### src/rtl/lgs_pkg.sv
package lgs_pkg;

  // command codes of an input transaction
  localparam logic [1:0] CMD_WRITE   = 2'd0;
  localparam logic [1:0] CMD_READ    = 2'd1;
  localparam logic [1:0] CMD_ADVANCE = 2'd2;

  // life rule: birth on three neighbors, survival on two (or three)
  localparam logic [3:0] BIRTH_COUNT   = 4'd3;
  localparam logic [3:0] SURVIVE_COUNT = 4'd2;

  // fixed widths of the transaction fields
  localparam int unsigned CmdW   = 2;
  localparam int unsigned CoordW = 5;

  // commands from controller to datapath
  typedef struct packed {
    logic accept;    // input transaction taken this cycle
    logic cell_op;   // read data of a single cell access is back
    logic adv_step;  // one step of the generation sweep
    logic load_out;  // move the result into the output register
  } ctrl_t;

  // status from datapath to controller
  typedef struct packed {
    logic in_cell_ok;  // pending input is a read or write inside the grid
    logic in_advance;  // pending input is an advance
    logic adv_last;    // last step of the sweep
    logic out_free;    // output register can take a result
  } status_t;

endpackage

### src/rtl/lgs_ram.sv
module lgs_ram #(
  parameter int unsigned WIDTH = 32,
  parameter int unsigned DEPTH = 32
) (
  input  logic                     clk_i,
  input  logic                     we_i,
  input  logic [$clog2(DEPTH)-1:0] waddr_i,
  input  logic [WIDTH-1:0]         wdata_i,
  input  logic [$clog2(DEPTH)-1:0] raddr_i,
  output logic [WIDTH-1:0]         rdata_o
);

  logic [WIDTH-1:0] mem [DEPTH];

  always_ff @(posedge clk_i) begin
    if (we_i) begin
      mem[waddr_i] <= wdata_i;
    end
    rdata_o <= mem[raddr_i];
  end

endmodule

### src/rtl/lgs_ctrl.sv
module lgs_ctrl
  import lgs_pkg::*;
(
  input  logic    clk_i,
  input  logic    rst_ni,
  input  logic    in_valid_i,
  output logic    in_ready_o,
  input  status_t status_i,
  output ctrl_t   ctrl_o
);

  localparam logic [1:0] S_IDLE = 2'd0;
  localparam logic [1:0] S_CELL = 2'd1;
  localparam logic [1:0] S_ADV  = 2'd2;
  localparam logic [1:0] S_DONE = 2'd3;

  logic [1:0] state_q, state_d;

  always_comb begin
    state_d    = state_q;
    ctrl_o     = '0;
    in_ready_o = 1'b0;
    case (state_q)
      S_IDLE: begin
        in_ready_o = 1'b1;
        if (in_valid_i) begin
          ctrl_o.accept = 1'b1;
          if (status_i.in_cell_ok) begin
            state_d = S_CELL;
          end else if (status_i.in_advance) begin
            state_d = S_ADV;
          end else begin
            state_d = S_DONE;
          end
        end
      end
      S_CELL: begin
        ctrl_o.cell_op = 1'b1;
        state_d        = S_DONE;
      end
      S_ADV: begin
        ctrl_o.adv_step = 1'b1;
        if (status_i.adv_last) begin
          state_d = S_DONE;
        end
      end
      S_DONE: begin
        if (status_i.out_free) begin
          ctrl_o.load_out = 1'b1;
          state_d         = S_IDLE;
        end
      end
      default: begin
        state_d = S_IDLE;
      end
    endcase
  end

  always_ff @(posedge clk_i or negedge rst_ni) begin
    if (!rst_ni) begin
      state_q <= S_IDLE;
    end else begin
      state_q <= state_d;
    end
  end

endmodule

### src/rtl/lgs_datapath.sv
module lgs_datapath
  import lgs_pkg::*;
#(
  parameter int unsigned GRID_SIZE = 32
) (
  input  logic              clk_i,
  input  logic              rst_ni,
  input  logic [CmdW-1:0]   cmd_i,
  input  logic [CoordW-1:0] row_i,
  input  logic [CoordW-1:0] col_i,
  input  logic              cell_value_i,
  input  logic              out_ready_i,
  output logic              out_valid_o,
  output logic              cell_alive_o,
  input  ctrl_t             ctrl_i,
  output status_t           status_o
);

  localparam int unsigned AW   = $clog2(GRID_SIZE);
  localparam int unsigned CNTW = $clog2(GRID_SIZE + 2);
  localparam int unsigned CW   = 7;

  // per-row valid bits, a row not yet written reads as all dead
  logic [GRID_SIZE-1:0] row_vld_q;

  logic [AW-1:0]        row_idx_q, col_idx_q;
  logic                 is_write_q, val_q;
  logic                 res_q;
  logic                 out_valid_q, cell_alive_q;
  logic                 rvld_q;
  logic [CNTW-1:0]      cnt_q;
  logic [GRID_SIZE-1:0] above_q, center_q;

  logic                 in_inside;
  logic [AW-1:0]        in_row_idx;
  logic [AW-1:0]        sweep_raddr, sweep_waddr;
  logic                 sweep_rd;
  logic [AW-1:0]        raddr;
  logic                 ram_we;
  logic [AW-1:0]        waddr;
  logic [GRID_SIZE-1:0] wdata, rdata, row_data, cell_wdata, new_row;
  logic                 rvld_d;

  assign in_inside = ({2'b00, row_i} < CW'(GRID_SIZE)) && ({2'b00, col_i} < CW'(GRID_SIZE));
  assign in_row_idx = in_inside ? AW'(row_i) : '0;

  assign status_o.in_cell_ok = in_inside && ((cmd_i == CMD_WRITE) || (cmd_i == CMD_READ));
  assign status_o.in_advance = (cmd_i == CMD_ADVANCE);
  assign status_o.adv_last   = (cnt_q == CNTW'(GRID_SIZE + 1));
  assign status_o.out_free   = !out_valid_q || out_ready_i;

  // sweep: read row cnt, write row cnt-2 once its lower neighbor is in
  assign sweep_rd    = (cnt_q < CNTW'(GRID_SIZE));
  assign sweep_raddr = sweep_rd ? AW'(cnt_q) : '0;
  assign sweep_waddr = AW'(CNTW'(cnt_q - CNTW'(2)));

  assign raddr = ctrl_i.adv_step ? sweep_raddr : in_row_idx;

  always_comb begin
    rvld_d = 1'b0;
    if (ctrl_i.accept) begin
      rvld_d = status_o.in_cell_ok && row_vld_q[in_row_idx];
    end else if (ctrl_i.adv_step) begin
      rvld_d = sweep_rd && row_vld_q[sweep_raddr];
    end
  end

  assign row_data = rvld_q ? rdata : '0;

  always_comb begin
    cell_wdata            = row_data;
    cell_wdata[col_idx_q] = val_q;
  end

  // next generation of the center row from the three-row window
  logic [GRID_SIZE+1:0] up_x, mid_x, dn_x;
  assign up_x  = {1'b0, above_q, 1'b0};
  assign mid_x = {1'b0, center_q, 1'b0};
  assign dn_x  = {1'b0, row_data, 1'b0};

  for (genvar c = 0; c < GRID_SIZE; c++) begin : g_col
    logic [3:0] nbr;
    assign nbr = {3'b000, up_x[c]} + {3'b000, up_x[c+1]} + {3'b000, up_x[c+2]}
               + {3'b000, mid_x[c]} + {3'b000, mid_x[c+2]}
               + {3'b000, dn_x[c]} + {3'b000, dn_x[c+1]} + {3'b000, dn_x[c+2]};
    assign new_row[c] = (nbr == BIRTH_COUNT) || ((nbr == SURVIVE_COUNT) && mid_x[c+1]);
  end

  assign ram_we = (ctrl_i.cell_op && is_write_q)
               || (ctrl_i.adv_step && (cnt_q >= CNTW'(2)));
  assign waddr  = ctrl_i.adv_step ? sweep_waddr : row_idx_q;
  assign wdata  = ctrl_i.adv_step ? new_row : cell_wdata;

  lgs_ram #(
    .WIDTH(GRID_SIZE),
    .DEPTH(GRID_SIZE)
  ) u_ram (
    .clk_i  (clk_i),
    .we_i   (ram_we),
    .waddr_i(waddr),
    .wdata_i(wdata),
    .raddr_i(raddr),
    .rdata_o(rdata)
  );

  // transaction fields and result
  always_ff @(posedge clk_i) begin
    if (ctrl_i.accept) begin
      row_idx_q  <= in_row_idx;
      col_idx_q  <= in_inside ? AW'(col_i) : '0;
      is_write_q <= (cmd_i == CMD_WRITE);
      val_q      <= cell_value_i;
      res_q      <= 1'b0;
    end else if (ctrl_i.cell_op) begin
      res_q <= is_write_q ? val_q : row_data[col_idx_q];
    end
    if (ctrl_i.accept) begin
      above_q  <= '0;
      center_q <= '0;
    end else if (ctrl_i.adv_step) begin
      above_q  <= center_q;
      center_q <= row_data;
    end
    if (ctrl_i.load_out) begin
      cell_alive_q <= res_q;
    end
  end

  always_ff @(posedge clk_i or negedge rst_ni) begin
    if (!rst_ni) begin
      row_vld_q   <= '0;
      rvld_q      <= 1'b0;
      cnt_q       <= '0;
      out_valid_q <= 1'b0;
    end else begin
      rvld_q <= rvld_d;
      if (ram_we) begin
        row_vld_q[waddr] <= 1'b1;
      end
      if (ctrl_i.accept) begin
        cnt_q <= '0;
      end else if (ctrl_i.adv_step) begin
        cnt_q <= CNTW'(cnt_q + CNTW'(1));
      end
      if (ctrl_i.load_out) begin
        out_valid_q <= 1'b1;
      end else if (out_ready_i) begin
        out_valid_q <= 1'b0;
      end
    end
  end

  assign out_valid_o  = out_valid_q;
  assign cell_alive_o = cell_alive_q;

endmodule

### src/rtl/life_grid_generation_step.sv
// flow: a read or write is accepted in idle, then passes the cell access state and the done state;
// an advance runs the generation sweep state and then the done state; an unused cmd or an address
// off the grid goes straight to the done state; a new transaction is taken only in idle, set by
// the one-row-per-cycle sweep over the grid ram (advance) and the ram read-modify-write (read,
// write); a result waiting in the output register does not block acceptance of the next transaction
// reset: asynchronous active low, all cells read dead after reset through per-row valid bits
module life_grid_generation_step
  import lgs_pkg::*;
#(
  parameter int unsigned GRID_SIZE = 32
) (
  input  logic              clk_i,
  input  logic              rst_ni,
  // input transaction
  input  logic              in_valid_i,
  output logic              in_ready_o,
  input  logic [CmdW-1:0]   cmd_i,
  input  logic [CoordW-1:0] row_i,
  input  logic [CoordW-1:0] col_i,
  input  logic              cell_value_i,
  // result transaction
  output logic              out_valid_o,
  input  logic              out_ready_i,
  output logic              cell_alive_o
);

  ctrl_t   ctrl;
  status_t status;

  // controller: idle, single cell access, generation sweep, result handoff
  lgs_ctrl u_ctrl (
    .clk_i     (clk_i),
    .rst_ni    (rst_ni),
    .in_valid_i(in_valid_i),
    .in_ready_o(in_ready_o),
    .status_i  (status),
    .ctrl_o    (ctrl)
  );

  // datapath: grid ram, three-row window for the rule, output register
  lgs_datapath #(
    .GRID_SIZE(GRID_SIZE)
  ) u_datapath (
    .clk_i       (clk_i),
    .rst_ni      (rst_ni),
    .cmd_i       (cmd_i),
    .row_i       (row_i),
    .col_i       (col_i),
    .cell_value_i(cell_value_i),
    .out_ready_i (out_ready_i),
    .out_valid_o (out_valid_o),
    .cell_alive_o(cell_alive_o),
    .ctrl_i      (ctrl),
    .status_o    (status)
  );

endmodule

### config.mk
export PLATFORM = sky130hd
export DESIGN_NAME = life_grid_generation_step
export DESIGN_NICKNAME = d
export VERILOG_FILES = /design/src/rtl/lgs_pkg.sv /design/src/rtl/lgs_ram.sv /design/src/rtl/lgs_ctrl.sv /design/src/rtl/lgs_datapath.sv /design/src/rtl/life_grid_generation_step.sv
export SDC_FILE = /design/constraint.sdc
export NUM_CORES = 2
export LEC_CHECK = 0
export BUFFER_PORTS_ARGS = -buffer_cell sky130_fd_sc_hd__buf_2
export CAP_MARGIN = 40
export CORE_MARGIN = 4
export CORE_UTILIZATION = 60
export DETAILED_ROUTE_END_ITERATION = 8
export GPL_TIMING_DRIVEN = 0
export PLACE_DENSITY = 0.76
export SYNTH_ARGS = -nofsm -noshare
export SYNTH_HDL_FRONTEND = slang
export SYNTH_SLANG_ARGS = --single-unit
### constraint.sdc
create_clock -name clk_i -period 6.5 [get_ports clk_i]
set_clock_uncertainty 0.2 [all_clocks]
set_input_delay 0.325 -clock clk_i [delete_from_list [all_inputs] [get_ports clk_i]]
set_output_delay 0.325 -clock clk_i [all_outputs]
set_load 0.02 [all_outputs]
==> metrics <==
outcome=finished, final reports clean; total negative slack=0 ns; worst setup slack before clock tree synthesis=1.22 ns; simple logic cell fraction of the synthesized area=8.30%; height of the chip=303 um; number of top-level design ports=20; logic depth of the worst path, buffers included=15; Area Growth Syn to Fin=14.3%; clock latency on the worst-skew pair=0.72 ns; DR WL/cell=29.0 um; Max Root-Sink Buffers=3; Via-to-Cell Ratio=6.65; shortest period the worst path allows=5.23 ns; type of destination of the critical path=register; Worst Reg2Reg Path Length in Cells=15; DRT iter0 DRCs=5794; number of register bits inferred by synthesis=1176; area of the die=91900 um^2; terminus of the critical flop-to-flop path=u_datapath.u_ram.mem[3][9]; remaining design rule violation count=0; portion of netlist area occupied by mux cells=4.88%; capture point of the critical path=u_datapath.u_ram.mem[3][9]; largest cells by area after synthesis=sky130_fd_sc_hd__edfxtp_1 60%, sky130_fd_sc_hd__fa_1 4.8%, sky130_fd_sc_hd__dfxtp_1 3.7%; Final setup viols=0; register-to-register setup slack=1.27 ns; xor/xnor cell area share of the yosys netlist=0.117%; leading post-synthesis cells by instance count=1037 x sky130_fd_sc_hd__edfxtp_1, 481 x sky130_fd_sc_hd__nand2_1, 307 x sky130_fd_sc_hd__inv_1; list of cells traversed by the critical path=clkbuf_1 -> clkbuf_1 -> nand2_1 -> fa_1 -> fa_1 -> inv_1 -> fa_1 -> inv_1 -> fa_1 -> a2111oi_0 -> a21oi_1 -> or4_1 -> o21ai_2 -> buf_8 -> buf_6; number of antenna violations at the first check in global routing=12; H-tree lvl count=3; Routed WL=154000 um; Post-synth EDFFs=1037; Clock Pin Slew Worst Setup and Hold Paths=0.06 ns; quantity of I/O buffers inserted on ports=19; nets in the synthesized netlist=4074; startpoint type of the worst setup path=register; placed wire-length estimate=107000 um; maximum capacitance violations=0; synthesized-area fraction occupied by adder cells=7.19%; Fmax=191 MHz; final net count=4312; max-slew violation count=0; Critical Path Source=u_datapath.rvld_q; Leakage Power=21.7 nW; Vias=35400; global-route wire length before repair=226000 um; worst path arrival time=5.57 ns; post-synthesis instance area=52200 um^2; count of nets left with antenna violations after detail routing=0; transition time at the pin with the least slew margin=0.996 ns; Std-Cell Core Area=85800 um^2; largest driver fanout on the critical path=18; combined global-route utilization of all metal layers=33.9%; GR Overflow Total=0; count of distinct cell types in the synthesized netlist=71; CTS tree=yes; cell count after synthesis=3831; synthesized area divided by synthesized cell count=13.6 um^2; compound-gate portion of the synthesized area=9.70%; post-route design area=59700 um^2; cell seen most often among critical-path stages=sky130_fd_sc_hd__fa_1; Clock Sink Count=1176; worst path bufs/invs=6; number of buffers added by the clock tree synthesis step=113; sequential fraction of the synthesis area=65.3%; Synth async-reset ratio=3.57%; top-area cell type share of the netlist area=59.6%; root buffer selected by CTS=sky130_fd_sc_hd__clkbuf_16; Required @ worst endpoint=6.84 ns; synth warn=0; pin count of the biggest net entering global routing=33; portion of the clock cycle consumed by the worst path in the final layout=80.5%; maximum ir drop on the vdd rail=289 uV; highest-delay cell along the critical path=sky130_fd_sc_hd__fa_1; starting density of the core=60.9%; Post-synth top flop=sky130_fd_sc_hd__edfxtp_1; First-pass DRT Iterations=8; main combinational cell family by area after synthesis=compound AO/OA/AOI/OAI gates; DIE WIDTH=303 um; global placement routability congestion=0.955; Slew headroom=33.0%; vias in the first global route=34500; Critical Path Max Stage Delay=0.63 ns; path class of the lowest-slack min-delay path=in2reg; share of layout cells above drive strength 1=14.3%; most frequent cell after synthesis=sky130_fd_sc_hd__edfxtp_1; buffers inserted during post-CTS setup optimization=0; count of endpoints failing hold in the final timing report=0; standard cell area after detailed placement=55800 um^2; dominant delay contributor by cell family on the critical path=adder cells; critical register-to-register path startpoint=u_datapath.rvld_q; power per unit of standard cell area=466 nW/um^2; type of the worst setup path=reg2reg; Rows=107; PnR worst setup slack=1.27 ns; RSZ-0062 raised after global routing=false; cell taking the most area after synthesis=sky130_fd_sc_hd__edfxtp_1
[metal layers]
| metal | GRT usage [%] | up-vias | share of wire, % |
|---|---|---|---|
| met3 | 9.00 | 504 | 14 |
| li1 | - | 14800 | - |
| met1 | 45.3 | 17400 | 35 |
| met5 | 0 | - | 0.036 |
| met2 | 51.1 | 2693 | 45 |
| met4 | 19.2 | 8 | 6.6 |
[flip-flops by register name, summed over array words and instances, names as in the netlist, 2 cells and up]
name,count
u_ctrl.state_q,2
u_datapath.above_q,32
u_datapath.center_q,32
u_datapath.cnt_q,6
u_datapath.col_idx_q,5
u_datapath.row_idx_q,5
u_datapath.row_vld_q,32
u_datapath.u_ram.mem,1024
u_datapath.u_ram.rdata_o,32
[worst min-delay path by stage]
stage / slack [ns] / cells after the start / end / start
2_1_floorplan: -0.17 / 0 / u_ctrl.state_q[0] / rst_ni
3_3_place_gp: 0.26 / 0 / u_datapath.cell_alive_o / u_datapath.res_q
3_5_place_dp: 0.1 / 1 / u_datapath.row_vld_q[20] / rst_ni
4_1_cts: 0.09 / 2 / u_datapath.col_idx_q[3] / col_i[3]
5_1_grt: 0.13 / 2 / u_datapath.col_idx_q[3] / col_i[3]
6_report: 0.13 / 2 / u_datapath.col_idx_q[0] / col_i[0]
[placed cells by master (no fill, tap or decap), types with 10 or more instances in the layout]
cell                            Yosys  routed
sky130_fd_sc_hd__or4_1             28      28
sky130_fd_sc_hd__fa_1             124     124
sky130_fd_sc_hd__clkbuf_1         104     135
sky130_fd_sc_hd__nor2_4             0      32
sky130_fd_sc_hd__nor2_1           163     131
sky130_fd_sc_hd__a22oi_1           79      79
sky130_fd_sc_hd__a21oi_1          238     238
sky130_fd_sc_hd__a2111oi_0         28      28
sky130_fd_sc_hd__clkinv_1           2      20
sky130_fd_sc_hd__a211oi_1         110     110
sky130_fd_sc_hd__clkbuf_16          0     115
sky130_fd_sc_hd__edfxtp_1        1037    1037
sky130_fd_sc_hd__o21ai_0           41      13
sky130_fd_sc_hd__buf_8              2      16
sky130_fd_sc_hd__buf_6              7      13
sky130_fd_sc_hd__and3_1           110     110
sky130_fd_sc_hd__buf_2             82     105
sky130_fd_sc_hd__o21ai_2            0      10
sky130_fd_sc_hd__o21ai_4            0      18
sky130_fd_sc_hd__nor2b_1           14      14
sky130_fd_sc_hd__dfxtp_1           97      97
sky130_fd_sc_hd__clkinv_2           0      19
sky130_fd_sc_hd__inv_1            307     307
sky130_fd_sc_hd__or2_2             30      30
sky130_fd_sc_hd__nand2_1          481     481
sky130_fd_sc_hd__dfrtp_1           42      42
sky130_fd_sc_hd__nor4_2            25      25
sky130_fd_sc_hd__mux4_2            68      68
sky130_fd_sc_hd__dlygate4sd3_1      0      20
sky130_fd_sc_hd__buf_16             0      14
sky130_fd_sc_hd__o22ai_1          115     111
sky130_fd_sc_hd__ha_1             102     102
sky130_fd_sc_hd__buf_4             28      31
sky130_fd_sc_hd__buf_12             2      42
sky130_fd_sc_hd__a31oi_1          151     150
sky130_fd_sc_hd__mux2i_1           96      96
[stage by stage]
step	utilization, %	instances	total power [W]	hold slack, ns
floorplan	-	3831	0.0165	-0.171
global placement	62.7	4994	0.0201	0.264
detailed placement	65.0	5074	0.0209	0.0950
CTS	69.6	5308	0.0275	0.0939
global route	69.6	5314	0.0289	0.126
finish	69.6	5319	0.0279	0.128
[logic make-up (layout without fill, tap and decap cells)]
logic type,count (synthesis),after routing
AOI/OAI and AO/OA,802,802
xor gates and xnor gates,7,7
adders and majority gates,226,226
buffers and inverters,541,878
DFF,1176,1176
muxes,169,169
other,0,7
and+or+nand+nor,910,910
[cell type report]
cell class	count	area [um^2]
diodes	7	17.5
plain buffers	232	1190
clock buffers	153	3090
clock inverters	61	592
fillers	5466	26100
inverters	309	1160
multi-input cells	2114	16300
flip-flops and latches	1176	34100
well taps	1144	1430
repair buffers	123	1830
[power by group]
part           total (W)  internal, W  switching [W]
registers         0.0100      0.00954       0.000484
logic             0.0113      0.00362        0.00768
clock network    0.00654      0.00367        0.00287
[timing repair]
item	4_1_cts	5_1_grt
hold endpoints to repair	59	0
gates resized for setup	0	0
hold buffers	20	0
Note: power is estimated with default switching activity, not from simulation.
